--- config.mk ---
export PLATFORM = sky130hd
export DESIGN_NAME = slqpc_cell
export DESIGN_NICKNAME = d
export VERILOG_FILES = /design/src/rtl/slqpc_pkg.sv /design/src/rtl/slqpc_cell.sv
export SDC_FILE = /design/constraint.sdc
export NUM_CORES = 1
export LEC_CHECK = 0
export BUFFER_PORTS_ARGS = -buffer_cell sky130_fd_sc_hd__buf_2
export CORE_UTILIZATION = 44
export DETAILED_ROUTE_END_ITERATION = 6
export PLACE_DENSITY = 0.94
export SETUP_SLACK_MARGIN = 0.02
export SLEW_MARGIN = 15
export SYNTH_ARGS = -nofsm -noshare
export SYNTH_HDL_FRONTEND = slang
export SYNTH_SLANG_ARGS = --single-unit
--- constraint.sdc ---
create_clock -name clk_i -period 5.1 [get_ports clk_i]
set_input_delay 0.255 -clock clk_i [delete_from_list [all_inputs] [get_ports clk_i]]
set_output_delay 0.255 -clock clk_i [all_outputs]
set_load 0.1 [all_outputs]
--- src/rtl/slqpc_pkg.sv ---
package slqpc_pkg;

  // Queue geometry
  localparam int unsigned DEPTH      = 64;
  localparam int unsigned DATA_WIDTH = 32;
  localparam int unsigned IDX_W      = $clog2(DEPTH);
  localparam int unsigned CNT_W      = $clog2(DEPTH + 1);

  // Request codes
  typedef enum logic [1:0] {
    OP_ENQ  = 2'd0,
    OP_DEQ  = 2'd1,
    OP_SRCH = 2'd2
  } op_e;

  // Result status codes
  typedef enum logic [1:0] {
    ST_DONE  = 2'd0,
    ST_FULL  = 2'd1,
    ST_EMPTY = 2'd2
  } status_e;

  // Controller states
  typedef enum logic [1:0] {
    S_IDLE = 2'b01,
    S_SCAN = 2'b10
  } fsm_e;

  typedef struct packed {
    logic [1:0]                   operation;
    logic signed [DATA_WIDTH-1:0] value;
  } req_t;

  typedef struct packed {
    logic [1:0]                   status;
    logic signed [DATA_WIDTH-1:0] read_value;
    logic                         found;
    logic [IDX_W-1:0]             position;
    logic [CNT_W-1:0]             odd_total;
    logic [CNT_W-1:0]             even_total;
  } rsp_t;

  // Per-cell control from the queue controller
  typedef struct packed {
    logic shift;
    logic load;
  } cell_ctl_t;

  // Search token handed from cell to cell
  typedef struct packed {
    logic             active;
    logic             found;
    logic [IDX_W-1:0] idx;
    logic [IDX_W-1:0] pos;
  } tok_t;

endpackage

--- src/rtl/slqpc_cell.sv ---
module slqpc_cell (
  input  logic                                 clk_i,
  input  logic                                 rst_ni,
  input  slqpc_pkg::cell_ctl_t                 ctl_i,
  input  logic signed [slqpc_pkg::DATA_WIDTH-1:0] wr_data_i,
  input  logic signed [slqpc_pkg::DATA_WIDTH-1:0] key_i,
  input  logic signed [slqpc_pkg::DATA_WIDTH-1:0] nbr_word_i,
  input  logic                                 nbr_live_i,
  input  slqpc_pkg::tok_t                      tok_i,
  output logic signed [slqpc_pkg::DATA_WIDTH-1:0] word_o,
  output logic                                 live_o,
  output slqpc_pkg::tok_t                      tok_o
);

  logic signed [slqpc_pkg::DATA_WIDTH-1:0] word_q, word_d;
  logic                                    live_q, live_d;
  slqpc_pkg::tok_t                         tok_q, tok_d;
  logic                                    hit;

  // Load on enqueue, otherwise take the neighbor's word on dequeue
  always_comb begin
    word_d = word_q;
    live_d = live_q;
    if (ctl_i.load) begin
      word_d = wr_data_i;
      live_d = 1'b1;
    end else if (ctl_i.shift) begin
      word_d = nbr_word_i;
      live_d = nbr_live_i;
    end
  end

  // Mark the first match and pass the token on
  assign hit = tok_i.active && !tok_i.found && live_q && (word_q == key_i);

  always_comb begin
    tok_d        = tok_i;
    tok_d.idx    = tok_i.idx + {{(slqpc_pkg::IDX_W-1){1'b0}}, 1'b1};
    if (hit) begin
      tok_d.found = 1'b1;
      tok_d.pos   = tok_i.idx;
    end
  end

  always_ff @(posedge clk_i or negedge rst_ni) begin
    if (!rst_ni) begin
      live_q <= 1'b0;
      tok_q  <= '0;
    end else begin
      live_q <= live_d;
      tok_q  <= tok_d;
    end
  end

  always_ff @(posedge clk_i) begin
    word_q <= word_d;
  end

  assign word_o = word_q;
  assign live_o = live_q;
  assign tok_o  = tok_q;

endmodule

== After elaboration in Yosys (flattened, before gate mapping) ==
Index checks and enable logic that the tools add are counted.

* Flip-flop bits (word level): 47
* Input bits: 115
* Word-level logic and storage cells: 19

* $add $sub $neg: 1
* Equal/unequal tests: 1
* Muxes and demuxes: 6
* Reduce and logical (&&, ||, !) cells: 5

{| class="wikitable"
|+ Operators with widths
! operator !! number
|-
| $mux 32 || 2
|-
| $eq 32x32->1 || 1
|-
| $add 6x1->6 const B || 1
|-
| $mux 6 || 1
|-
| $logic_and 1x1->1 || 3
|-
| $mux 1 || 3
|-
| $reduce_bool 2->1 || 1
|-
| $logic_not 1->1 || 1
|}

== Logic depth before layout (Yosys ltp) ==
Gate-level depths: netlist (run 1).

* Word-level depth: 5
* Depth in mapped cells: 5

== Least setup slack after synthesis (run 1) ==
No wires, ideal clock.

* Path kind: register to register
* Start: register word_q (netlist bit word_o[17])
* End: register tok_q (netlist bit tok_o[0])
* Data arrival time: 2246 ps
* Setup slack: 2729 ps
* Stages on the path, launching flop included: 6
* Path buffers: 0
* Clock period less this slack: 2371 ps
* Cell sequence: edfxtp_1 xor2_1 nor4_1 nand3_1 nor4_4 mux2_2

{| class="wikitable"
|+ RTL lines
! what !! line !! text
|-
| from (decl) || slqpc_cell.sv:15 || <nowiki>logic signed [slqpc_pkg::DATA_WIDTH-1:0] word_q, word_d;</nowiki>
|-
| from (signal assigned) || slqpc_cell.sv:56 || <nowiki>word_q <= word_d;</nowiki>
|-
| to (signal assigned) || slqpc_cell.sv:51 || <nowiki>tok_q <= tok_d;</nowiki>
|-
| to (decl) || slqpc_cell.sv:17 || <nowiki>slqpc_pkg::tok_t tok_q, tok_d;</nowiki>
|}

==> flow_summary.rst, run 1 <==
.. list-table::
   :header-rows: 1

   * - Metric
     - Value
   * - Die area
     - about 5400 µm²
   * - Critical register-to-register path startpoint
     - word_o[17]
   * - H-Tree Depth
     - 2
   * - Area of all placed cells without fillers
     - between 3000 and 4000 µm²
   * - Reg clk slew, reported paths
     - about 0.080 ns
   * - Cell variety after synth
     - 19
   * - Critical-path cell list
     - xor2_1 > nor4_1 > nand3_1 > nor4_4 > mux2_2
   * - Period utilisation layout
     - 41.5%
   * - Cell type group with the largest total delay on the critical path
     - simple AND/OR/NAND/NOR gates
   * - Global-route wire length before repair
     - 8010 µm
   * - Arrival time of the worst setup path
     - 2.29 ns
   * - Buffer type at the clock tree root
     - sky130_fd_sc_hd__clkbuf_8
   * - Actual transition at the worst max-transition pin
     - roughly 0.8 ns
   * - Average instance area after synthesis
     - around 15 µm²
   * - Die H
     - 73.4 µm
   * - Clock latency on the worst-skew pair
     - about 0.28 ns
   * - Core outline area
     - around 4800 µm²
   * - Status
     - finished clean
   * - Maximum number of pins on one net before global-route repair
     - 35
   * - Vias in the first global route
     - 1864
   * - Setup repair after global routing missed its margin
     - false
   * - Final GP Congestion
     - slightly below 0.8
   * - Iteration-0 DRC count of the detailed router
     - 57
   * - Total via count in the routed design
     - approximately 1800
   * - # rows
     - 25
   * - Type of destination of the critical path
     - flop
   * - Post-synthesis instance area
     - approximately 2200 µm²
   * - Max_cap viols
     - 0
   * - Start point of the worst min-delay path
     - tok_i[13]
   * - Layout overhead on the synthesized area
     - 43.4%
   * - WP buf/inv
     - 0
   * - DRT Pass-1 Iters
     - 4
   * - Final routed wirelength across all metal layers
     - around 5600 µm
   * - Part of the Yosys area used for sequential elements
     - between 50% and 60%
   * - Worst VDD drop
     - roughly 0.20 mV
   * - DRC violation count after routing
     - 0
   * - Port Buf Inserts
     - roughly 160
   * - Pins Over Slew Limit
     - 0
   * - CTS tree
     - built
   * - Overflow left after global routing
     - 0
   * - WL per Instance
     - roughly 15 µm
   * - Maximum count of clock buffers along a single path
     - 2
   * - Initial cell density of the core
     - 46.6%
   * - Worst setup path category
     - flop to flop
   * - Synth Register Bits
     - 47
   * - GRT Total Usage
     - 20.5%
   * - Required arrival time at the worst endpoint
     - 5.27 ns
   * - Delay contributed by the slowest stage of the critical path
     - approximately 0.47 ns
   * - Post-DP HPWL
     - about 4600 µm
   * - Clock period minus worst slack
     - 2.11 ns
   * - Number of sinks handled by clock tree synthesis
     - 47
   * - Launching element type of the critical path
     - flop
   * - Cell area power density
     - 348 nW/µm²
   * - Average vias per placed instance
     - between 4 and 5
   * - Clock buffer count from CTS
     - 5
   * - Hold Vio Cnt, Final
     - 0
   * - Number of resized instances in the post-cts repair step
     - 0
   * - Number of fillers in the final layout
     - 391
   * - Reported leakage power
     - 1.52 nW
   * - Setup skew after layout
     - around 0.0035 ns
   * - Area of the multi-input gates
     - just under 900 µm²
   * - Maximum achievable frequency
     - 473 MHz
   * - Worst max-slew margin expressed relative to the limit
     - approximately half
   * - Top Ports
     - 162
   * - DIE WIDTH
     - about 73 µm
   * - Nets
     - around 430
   * - Instance count of the mapped netlist
     - 146
   * - Final total negative setup slack
     - 0 ns
   * - FF+latch area
     - 1340 µm²
   * - Antenna diode count
     - 0
   * - Cell Area, Placed
     - 3120 µm²
   * - Number of failing setup endpoints in the final timing report
     - 0
   * - Antenna violations before repair
     - 0
   * - Timing startpoint of the critical path
     - word_o[17]
   * - Largest fanout of any net on the critical path
     - 7
   * - Yosys warns
     - 0
   * - Worst-path cell with the longest stage delay
     - sky130_fd_sc_hd__nor4_4
   * - Worst hold path type
     - input port to flop
   * - Mapped Nets
     - around 260
   * - Remaining number of nets flagged by the antenna check after routing
     - 0
   * - Setup slack of the most critical reg-to-reg path
     - 2.99 ns
   * - Layout cells sized above 1
     - between 60% and 70%
==> final timing paths <==
kind | end | cells after the start
worst max-delay path | tok_o[2] | 5
worst min-delay path | tok_o[13] | 1
min in group asynchronous | tok_o[7] | 2
worst max register to register | tok_o[2] | 5
max in group asynchronous | tok_o[11] | 2
worst min register to register | live_o | 2
==> flip-flops by register name, summed over array words and instances, names as in the netlist <==
signal,flops
word_o,32
tok_o,14
live_o,1
==> cell families after synthesis <==
family	synth area share, %
flip-flops	59.5
multiplexers	19.1
XOR/XNOR	14.0
AND/OR/NAND/NOR	5.57
buffers and inverters	0.836
AO/OA/AOI/OAI	0.390
adder cells (fa/ha/maj)	0.557
==> synth_stat cells <==
cell | number | area [µm²]
sky130_fd_sc_hd__mux2_2 | 38 | 428
sky130_fd_sc_hd__edfxtp_1 | 32 | 961
sky130_fd_sc_hd__xor2_1 | 29 | 254
sky130_fd_sc_hd__dfrtp_1 | 15 | 375
sky130_fd_sc_hd__xnor2_1 | 7 | 61.3
sky130_fd_sc_hd__nor4_1 | 6 | 37.5
sky130_fd_sc_hd__clkbuf_1 | 3 | 11.3
sky130_fd_sc_hd__nand3_1 | 3 | 15.0
sky130_fd_sc_hd__nand4_1 | 2 | 12.5
sky130_fd_sc_hd__or2_2 | 2 | 12.5
sky130_fd_sc_hd__a211o_1 | 1 | 8.76
sky130_fd_sc_hd__and3_1 | 1 | 6.26
sky130_fd_sc_hd__buf_1 | 1 | 3.75
sky130_fd_sc_hd__ha_1 | 1 | 12.5
sky130_fd_sc_hd__inv_1 | 1 | 3.75
sky130_fd_sc_hd__nand4b_1 | 1 | 8.76
sky130_fd_sc_hd__nor2b_1 | 1 | 6.26
sky130_fd_sc_hd__nor3_1 | 1 | 5.00
sky130_fd_sc_hd__nor4_4 | 1 | 21.3
==> what timing repair did <==
item / 4_1_cts / 5_1_grt
buffers inserted: 0 / 0
hold buffers: 1 / 0
endpoints found under the hold margin: 15 / 0
==> per-stage QoR <==
step           util [%]  total power [mW]  cells  hold slack (ns)  setup slack [ns]
4_1_cts            66.8              1.13    379           0.0880              2.95
5_1_grt            66.8              1.17    379           0.0759              2.87
3_3_place_gp       64.8             0.902    370            0.168              3.04
2_1_floorplan         -             0.809    146          -0.0406              2.73
3_5_place_dp       64.8             0.910    370            0.173              2.96
6_report           66.8              1.12    379           0.0951              2.99
==> layer usage <==
layer | wire, µm | global-route usage [%]
met1 | 1990 | 20.8
met2 | 3260 | 40.1
met3 | 282 | 3.98
met4 | 103 | 8.76
met5 | 0 | 0
==> power breakdown <==
part	switching (mW)	internal, mW	total [mW]	leakage, nW
Clock	0.110	0.109	0.219	0.0459
Combinational	0.332	0.0963	0.428	0.976
Sequential	0.0212	0.451	0.472	0.499
==> layout make-up <==
type / count / share of cell area [%]
sequential: 47 / 41.5
multi-input combinational: 94 / 27.6
timing repair buffer: 162 / 25.3
clock buffer: 7 / 2.68
tap: 67 / 2.60
clock inverter: 1 / 0.117
inverter: 1 / 0.117
==> layout by cell type (no fill, tap or decap) <==
cell and count:
sky130_fd_sc_hd__buf_2 161, sky130_fd_sc_hd__mux2_2 38, sky130_fd_sc_hd__edfxtp_1 32, sky130_fd_sc_hd__xor2_1 29, sky130_fd_sc_hd__dfrtp_1 15, sky130_fd_sc_hd__xnor2_1 7
sky130_fd_sc_hd__nor4_1 6, sky130_fd_sc_hd__clkbuf_8 6, sky130_fd_sc_hd__nand3_1 3, sky130_fd_sc_hd__nand4_1 2, sky130_fd_sc_hd__or2_2 2, sky130_fd_sc_hd__and3_1 1
sky130_fd_sc_hd__nand4b_1 1, sky130_fd_sc_hd__nor3_1 1, sky130_fd_sc_hd__nor4_4 1, sky130_fd_sc_hd__inv_1 1, sky130_fd_sc_hd__nor2b_1 1, sky130_fd_sc_hd__a211o_1 1
sky130_fd_sc_hd__ha_1 1, sky130_fd_sc_hd__clkbuf_1 1, sky130_fd_sc_hd__clkinv_1 1, sky130_fd_sc_hd__dlygate4sd3_1 1
Power figures use the tool's default switching activity.
==> inputs of run 2 (changes only) <==
--- a/config.mk
+++ b/config.mk
@@ -5,10 +5,11 @@
 export SDC_FILE = /design/constraint.sdc
 export NUM_CORES = 1
 export LEC_CHECK = 0
+export ABC_AREA = 1
 export BUFFER_PORTS_ARGS = -buffer_cell sky130_fd_sc_hd__buf_2
-export CORE_UTILIZATION = 44
+export CORE_UTILIZATION = 38
 export DETAILED_ROUTE_END_ITERATION = 6
-export PLACE_DENSITY = 0.94
+export PLACE_DENSITY = 0.84
 export SETUP_SLACK_MARGIN = 0.02
 export SLEW_MARGIN = 15
 export SYNTH_ARGS = -nofsm -noshare
==> constraint.sdc (replaced) <==
create_clock -name clk_i -period 1.8 [get_ports clk_i]
set_input_delay 0.09 -clock clk_i [delete_from_list [all_inputs] [get_ports clk_i]]
set_output_delay 0.09 -clock clk_i [all_outputs]
set_load 0.1 [all_outputs]
==> run 2 against run 1 <==
Compared with the run above:
- first-iteration DRC count rose by 35%
- routed wire length up 15%
- die area increased by 27%
- hold slack got worse by 0.084 ns
- critical path type unchanged
- highest routed layer unchanged
==> flow_summary.rst, run 2 <==
.. list-table::
   :header-rows: 1

   * - Metric
     - Value
   * - Status
     - finished clean
   * - Setup slack of the most critical reg-to-reg path
     - roughly 0.29 ns
   * - Antenna diode count
     - 0
   * - Die area
     - 6820 µm²
   * - Count of flip-flops with a built-in enable after synthesis
     - 32
   * - Final cell utilization of the core
     - between 50% and 60%
   * - DRT Pass-1 Iters
     - 4
   * - Total via count in the routed design
     - between 2000 and 2500
   * - Reported leakage power
     - about 2 nW
   * - Number of fillers in the final layout
     - 586
   * - Clock latency on the worst-skew pair
     - roughly 0.29 ns
   * - Largest fanout of any net on the critical path
     - 7
   * - Die H
     - approximately 83 µm
   * - Mapped Nets
     - 410
   * - Maximum number of pins on one net before global-route repair
     - 35
   * - Launching element type of the critical path
     - flop
   * - Average vias per placed instance
     - approximately 4.5
   * - Largest register FFs
     - 32
   * - GRT Total Usage
     - 19.3%
   * - Hold Vio Cnt, Final
     - 0
   * - Yosys warns
     - 0
   * - Synth Register Bits
     - 47
   * - Commonest cells after routing, fill and taps aside
     - 161 x sky130_fd_sc_hd__buf_2, 151 x sky130_fd_sc_hd__nand2_1, 32 x sky130_fd_sc_hd__edfxtp_1
   * - Port Buf Inserts
     - 161
   * - Clock period minus worst slack
     - about 1.5 ns
   * - Start point of the worst min-delay path
     - tok_i[10]
   * - Max_cap viols
     - 0
   * - Core outline area
     - 6310 µm²
   * - Worst hold path type
     - input port to flop
   * - Total instance count after detailed placement
     - roughly 530
   * - # rows
     - 29
   * - Worst VDD drop
     - 0.497 mV
   * - Final GP Congestion
     - roughly 0.82
   * - Critical register-to-register path startpoint
     - word_o[22]
   * - Cell area power density
     - approximately 950 nW/µm²
   * - Layout cells sized above 1
     - about two fifths
   * - Type of destination of the critical path
     - flop
   * - Number of sinks handled by clock tree synthesis
     - 47
   * - Initial cell density of the core
     - about two fifths
   * - Average instance area after synthesis
     - 8.40 µm²
   * - Vias in the first global route
     - 2203
   * - CTS tree
     - built
   * - Post-CTS repair timing setup buffer count
     - 0
   * - Part of the Yosys area used for sequential elements
     - a little over half
   * - Iteration-0 DRC count of the detailed router
     - between 70 and 80
   * - Async S/R FF share, synth
     - a little under a third
   * - DRC violation count after routing
     - 0
   * - Final routed wirelength across all metal layers
     - 6470 µm
   * - Top Ports
     - about 160
   * - Buffer type at the clock tree root
     - sky130_fd_sc_hd__clkbuf_8
   * - Post-synthesis instance area
     - approximately 2500 µm²
   * - Most common library cell in the layout ignoring fill and taps
     - sky130_fd_sc_hd__buf_2
   * - Setup skew after layout
     - 0.00721 ns
   * - Instance count of the mapped netlist
     - a little under 300
   * - Most instantiated library cell after synthesis
     - sky130_fd_sc_hd__nand2_1
   * - Cell variety after synth
     - 22
   * - Worst setup path category
     - flop to flop
   * - Nets
     - just under 600
   * - Top post-synthesis cells by count
     - 152 x sky130_fd_sc_hd__nand2_1, 32 x sky130_fd_sc_hd__edfxtp_1, 27 x sky130_fd_sc_hd__inv_1
   * - Setup repair after global routing missed its margin
     - false
   * - Layout overhead on the synthesized area
     - 43.9%
   * - Non-filler instance count after layout
     - 543
   * - DIE WIDTH
     - a little over 80 µm
   * - Maximum achievable frequency
     - roughly 660 MHz
   * - Antenna violations before repair
     - 0
   * - Remaining number of nets flagged by the antenna check after routing
     - 0
   * - Worst max-slew margin expressed relative to the limit
     - 47.9%
   * - Number of resized instances in the post-cts repair step
     - 0
   * - Period utilisation layout
     - around 84%
   * - Overflow left after global routing
     - 0
   * - Arrival time of the worst setup path
     - 1.70 ns
   * - Fraction of post-synthesis cell area in the top cell type by area
     - between 30% and 40%
   * - Top cells by area, synth
     - sky130_fd_sc_hd__edfxtp_1 39%, sky130_fd_sc_hd__nand2_1 23%, sky130_fd_sc_hd__dfrtp_1 15%
   * - Clock buffer count from CTS
     - 5
   * - Number of failing setup endpoints in the final timing report
     - 0
   * - Pins Over Slew Limit
     - 0
   * - Overall power of the completed layout
     - 3.38 mW
   * - Maximum count of clock buffers along a single path
     - 2
   * - Reg clk slew, reported paths
     - 0.08 ns
   * - H-Tree Depth
     - 2
   * - Cell type with the highest aggregate area in the netlist
     - sky130_fd_sc_hd__edfxtp_1
   * - Hold-critical path endpoint
     - tok_o[10]
   * - Actual transition at the worst max-transition pin
     - between 0.7 and 0.8 ns
   * - R2R Path End
     - tok_o[2]
   * - Most used flip-flop cell after synthesis
     - sky130_fd_sc_hd__edfxtp_1
   * - Depth of the worst hold-timing path
     - 2
   * - Post-DP HPWL
     - 5150 µm
   * - Required arrival time at the worst endpoint
     - 1.99 ns
   * - Global-route wire length before repair
     - 9660 µm
   * - WL per Instance
     - 11.9 µm
   * - R2R depth
     - 8
[run 2: cell count changes in the layout (fill, tap and decap cells not counted), sizes merged, moves of 7 or more]
cell and change:
inv +28, xor2 -27, nand2 +153, nor4 -7, xnor2 +13, mux2 -38, nor2 +14, dlygate4sd3 +8
[run 2: where the power goes]
group / internal (mW) / switching, mW
registers: 1.28 / 0.0629
clock network: 0.407 / 0.345
logic: 0.279 / 1.01
[run 2: repair_timing]
action,4_1_cts,5_1_grt
setup endpoints to repair,0,0
hold endpoints to repair,21,2
hold buffers,7,2
[run 2: logic make-up (layout without fill, tap and decap cells)]
| kind of cell | count (synthesis) | in the layout | share of synthesized area (%) |
|---|---|---|---|
| adders and majority gates | 1 | 1 | 0.507 |
| and+or+nand+nor | 180 | 180 | 30.4 |
| xor gates and xnor gates | 22 | 22 | 7.81 |
| DFF | 47 | 47 | 54.1 |
| buffers and inverters | 36 | 208 | 5.47 |
| AOI/OAI and AO/OA | 8 | 8 | 1.67 |
[run 2: final cells by class]
type	instances	area, µm²	share of cell area (%)
Sequential cell	47	1340	37.6
Multi-Input combinational cell	211	1000	28.1
Timing Repair Buffer	171	903	25.4
Inverter	29	109	3.06
Tap cell	77	96.3	2.71
Clock buffer	5	68.8	1.94
Clock inverter	3	38.8	1.09
[run 2: worst max path at each step]
stage / to / cells after the start / from / slack, ns
global placement: tok_o[0] / 8 / word_o[9] / 0.36
global route: tok_o[0] / 8 / word_o[22] / 0.13
CTS: tok_o[2] / 8 / word_o[22] / 0.26
detailed placement: tok_o[2] / 8 / word_o[22] / 0.29
finish: tok_o[2] / 8 / word_o[22] / 0.29
floorplan: tok_o[0] / 11 / word_o[10] / -0.11
[run 2: metal layers]
| layer | vias to the layer above | track usage, % | part of all wire (%) |
|---|---|---|---|
| li1 | 1253 | - | - |
| met3 | 8 | 5.82 | 8.1 |
| met2 | 98 | 34.7 | 50 |
| met5 | - | 0 | 0 |
| met1 | 1059 | 22.2 | 41 |
| met4 | 0 | 4.83 | 1.0 |
[run 2: through the flow]
stage          setup slack (ns)  instance area [µm²]  hold WS, ns  TNS (ns)
2_1_floorplan            -0.109                 2470       -0.206    -0.681
5_1_grt                   0.130                 3550      0.00636         0
3_5_place_dp              0.286                 3350      0.00227         0
6_report                  0.290                 3550       0.0111         0
3_3_place_gp              0.360                 3350     -0.00833         0
4_1_cts                   0.258                 3530      0.00136         0
[run 2: critical path, cell delays in order (launching register included)]
cell                       delay (ns)
sky130_fd_sc_hd__edfxtp_1        0.46
sky130_fd_sc_hd__xnor2_1         0.18
sky130_fd_sc_hd__nand2_1         0.09
sky130_fd_sc_hd__nor2_1          0.16
sky130_fd_sc_hd__nand2_2         0.12
sky130_fd_sc_hd__nor2_8          0.15
sky130_fd_sc_hd__nand3_4         0.12
sky130_fd_sc_hd__nand2_1         0.08
sky130_fd_sc_hd__nand2_1         0.05
==> inputs of run 3 (changes only) <==
--- a/config.mk
+++ b/config.mk
@@ -5,11 +5,11 @@
 export SDC_FILE = /design/constraint.sdc
 export NUM_CORES = 1
 export LEC_CHECK = 0
-export ABC_AREA = 1
+export ABC_AREA = 0
 export BUFFER_PORTS_ARGS = -buffer_cell sky130_fd_sc_hd__buf_2
-export CORE_UTILIZATION = 38
+export CORE_UTILIZATION = 37
 export DETAILED_ROUTE_END_ITERATION = 6
-export PLACE_DENSITY = 0.84
+export PLACE_DENSITY = 0.85
 export SETUP_SLACK_MARGIN = 0.02
 export SLEW_MARGIN = 15
 export SYNTH_ARGS = -nofsm -noshare
==> constraint.sdc (replaced) <==
create_clock -name clk_i -period 1.3 [get_ports clk_i]
set_input_delay 0.065 -clock clk_i [delete_from_list [all_inputs] [get_ports clk_i]]
set_output_delay 0.065 -clock clk_i [all_outputs]
set_load 0.1 [all_outputs]
==> run 3 against run 2 <==
Compared with the run above:
- the flow now finishes with violations (DRC, setup timing)
- clock power up 17%
- clock-buffer cell count up 2
- critical endpoint is now tok_o[0]
- final area down 2.1%
- maximum frequency down 23%
- die area down 6.5%
==> flow_summary.rst, run 3 (same netlist as run 1, synthesis figures left out) <==
.. list-table::
   :header-rows: 1

   * - Metric
     - Value
   * - Status
     - finished with violations
   * - Failing checks
     - DRC, setup timing
   * - Net load switching power
     - ~1.9 mW
   * - Actual transition at the worst max-transition pin
     - about 0.50 ns
   * - Core outline area
     - just under 6000 µm²
   * - Number of sinks handled by clock tree synthesis
     - 47
   * - Number of failing setup endpoints in the final timing report
     - 7
   * - Type of destination of the critical path
     - flop
   * - Clock latency on the worst-skew pair
     - about 0.29 ns
   * - Worst-path cell with the longest stage delay
     - sky130_fd_sc_hd__edfxtp_1
   * - Hold-critical path endpoint
     - tok_o[2]
   * - Maximum achievable frequency
     - just over 500 MHz
   * - Largest register FFs
     - 32
   * - Maximum count of clock buffers along a single path
     - 2
   * - DRT Pass-1 Iters
     - 7
   * - Initial cell density of the core
     - around two fifths
   * - Post-CTS repair timing setup buffer count
     - 0
   * - Internal power
     - 2.65 mW
   * - Worst VDD drop
     - between 0.6 and 0.7 mV
   * - Largest fanout of any net on the critical path
     - 7
   * - Power share of the clock group
     - 19.5%
   * - Setup repair after global routing missed its margin
     - true
   * - H-Tree Depth
     - 2
   * - Cell Area, Placed
     - ~3200 µm²
   * - Port Buf Inserts
     - ~160
   * - Portion of total power attributed to sequential cells
     - about two fifths
   * - Die H
     - between 70 and 80 µm
   * - Top Ports
     - between 150 and 200
   * - Logic gate share of total power
     - between 30% and 40%
   * - Start point of the worst min-delay path
     - tok_i[2]
   * - Pins Over Slew Limit
     - 0
   * - Worst max-slew margin expressed relative to the limit
     - between 60% and 70%
   * - WL per Instance
     - 14.6 µm
   * - Area of all placed cells without fillers
     - between 3000 and 4000 µm²
   * - Overflow left after global routing
     - 0
   * - Most common library cell in the layout ignoring fill and taps
     - sky130_fd_sc_hd__buf_2
   * - Clock period minus worst slack
     - about 2.0 ns
   * - DIE WIDTH
     - 79.9 µm
   * - Post-DP HPWL
     - around 4700 µm
   * - Hold slack final
     - approximately 0.019 ns
   * - Layout overhead on the synthesized area
     - 54.8%
   * - Worst setup path category
     - flop to flop
   * - Total via count in the routed design
     - approximately 1900
   * - Commonest cells after routing, fill and taps aside
     - 155 x sky130_fd_sc_hd__buf_2, 35 x sky130_fd_sc_hd__mux2_2, 32 x sky130_fd_sc_hd__edfxtp_1
   * - Nets
     - around 450
   * - Post-Place Setup Slack
     - -0.743 ns
   * - Die area
     - 6380 µm²
   * - Iteration-0 DRC count of the detailed router
     - 38
   * - Remaining number of nets flagged by the antenna check after routing
     - 0
   * - Critical register-to-register path startpoint
     - word_o[5]
   * - GRT Total Usage
     - between 10% and 20%
   * - Net switching fraction of the power
     - ~41%
   * - Hold Vio Cnt, Final
     - 0
   * - Non-filler instance count after layout
     - roughly 410
   * - Arrival time of the worst setup path
     - around 2.1 ns
   * - DRC violation count after routing
     - 2
   * - Launching element type of the critical path
     - flop
   * - Clock buffer count from CTS
     - 5
   * - # rows
     - 28
   * - Final GP Congestion
     - slightly below 0.8
   * - Reg clk slew, reported paths
     - around 0.080 ns
   * - Worst-case setup margin in the final layout
     - -0.666 ns
   * - Worst hold path type
     - input port to flop
   * - Delay contributed by the slowest stage of the critical path
     - approximately 0.4 ns
   * - Antenna diode count
     - 0
   * - CTS tree
     - built
   * - Final routed wirelength across all metal layers
     - between 5000 and 6000 µm
   * - R2R depth
     - 7
   * - Setup skew after layout
     - 0.00439 ns
   * - Global-route wire length before repair
     - about 9000 µm
   * - Depth of the worst hold-timing path
     - 2
   * - Critical-path cell list
     - xor2_1 > nor4_1 > buf_4 > nand4_1 > nor4_4 > buf_6 > mux2_2
   * - R2R Path End
     - tok_o[0]
   * - Total instance count after detailed placement
     - roughly 390
   * - Maximum number of pins on one net before global-route repair
     - 33
   * - Period utilisation layout
     - 151%
   * - Setup slack of the most critical reg-to-reg path
     - -0.67 ns
   * - Vias in the first global route
     - 1906
   * - Max_cap viols
     - 0
   * - Required arrival time at the worst endpoint
     - between 1 and 1.5 ns
   * - Layout cells sized above 1
     - about two thirds
   * - Reported leakage power
     - roughly 1.6 nW
   * - Average vias per placed instance
     - between 4 and 5
   * - Cell area power density
     - ~1300 nW/µm²
   * - Antenna violations before repair
     - 0
   * - Buffer type at the clock tree root
     - sky130_fd_sc_hd__clkbuf_8
[run 3: changes by cell type in the layout (fill, tap and decap cells not counted), moves of 3 or more]
cell	before	now
sky130_fd_sc_hd__buf_4	1	8
sky130_fd_sc_hd__xnor2_1	20	7
sky130_fd_sc_hd__xor2_1	2	29
sky130_fd_sc_hd__mux2_2	0	35
sky130_fd_sc_hd__clkbuf_4	0	5
sky130_fd_sc_hd__inv_1	27	1
sky130_fd_sc_hd__o21ai_1	5	0
sky130_fd_sc_hd__nor2_1	10	0
sky130_fd_sc_hd__nand4_1	7	2
sky130_fd_sc_hd__buf_2	161	155
sky130_fd_sc_hd__mux2_4	0	3
sky130_fd_sc_hd__nor4_1	0	4
sky130_fd_sc_hd__nand2_1	151	0
[run 3: worst max-delay path by stage]
stage | slack (ns) | from | end
2_1_floorplan | -1.07 | word_o[28] | tok_o[0]
3_3_place_gp | -0.72 | word_o[0] | tok_o[4]
3_5_place_dp | -0.74 | word_o[0] | tok_o[1]
4_1_cts | -0.69 | word_o[5] | tok_o[4]
5_1_grt | -0.78 | word_o[5] | tok_o[3]
6_report | -0.67 | word_o[5] | tok_o[0]
[run 3: metrics by stage]
| stage | util (%) | total power, mW | TNS, ns |
|---|---|---|---|
| after global placement | 55.0 | 3.60 | -4.77 |
| after global routing | 59.1 | 4.70 | -5.08 |
| final | 59.1 | 4.52 | -4.29 |
| after detailed placement | 55.0 | 3.63 | -4.85 |
| after floorplan | - | 3.18 | -7.23 |
| after CTS | 58.8 | 4.55 | -4.48 |
[run 3: power groups by stage]
stage / clock (mW) / combinational, mW / sequential (mW)
3_5_place_dp: 0 / 1.75 / 1.88
5_1_grt: 0.975 / 1.86 / 1.87
3_3_place_gp: 0 / 1.73 / 1.87
6_report: 0.880 / 1.79 / 1.85
4_1_cts: 0.909 / 1.79 / 1.85
2_1_floorplan: 0 / 0.254 / 2.92
[run 3: timing repair]
action / CTS / global route
endpoints found under the setup margin: 7 / 12
hold buffers: 11 / 0
pin swaps: 0 / 1
cloned: 0 / 0
endpoints found under the hold margin: 25 / 0
gates resized for setup: 5 / 6
[run 3: worst max-delay path, delay by kind of cell (launching register included)]
kind / cells / cell delay, ns
multiplexers: 1 / 0.33
XOR/XNOR: 1 / 0.16
buffers and inverters: 2 / 0.32
flip-flops: 1 / 0.40
AND/OR/NAND/NOR: 3 / 0.63
[run 3: per-layer routing]
metal | wire length, µm | GRT usage, %
met2 | 3380 | 36.6
met5 | 0 | 0
met4 | 29 | 5.71
met3 | 269 | 2.29
met1 | 2270 | 20.6
[run 3: final cells by class]
type	count	area, µm²
inverters	1	3.75
clock buffers	7	86.3
well taps	75	93.8
fillers	491	2410
clock inverters	1	3.75
repair buffers	182	1030
flip-flops and latches	47	1340
multi-input cells	94	916
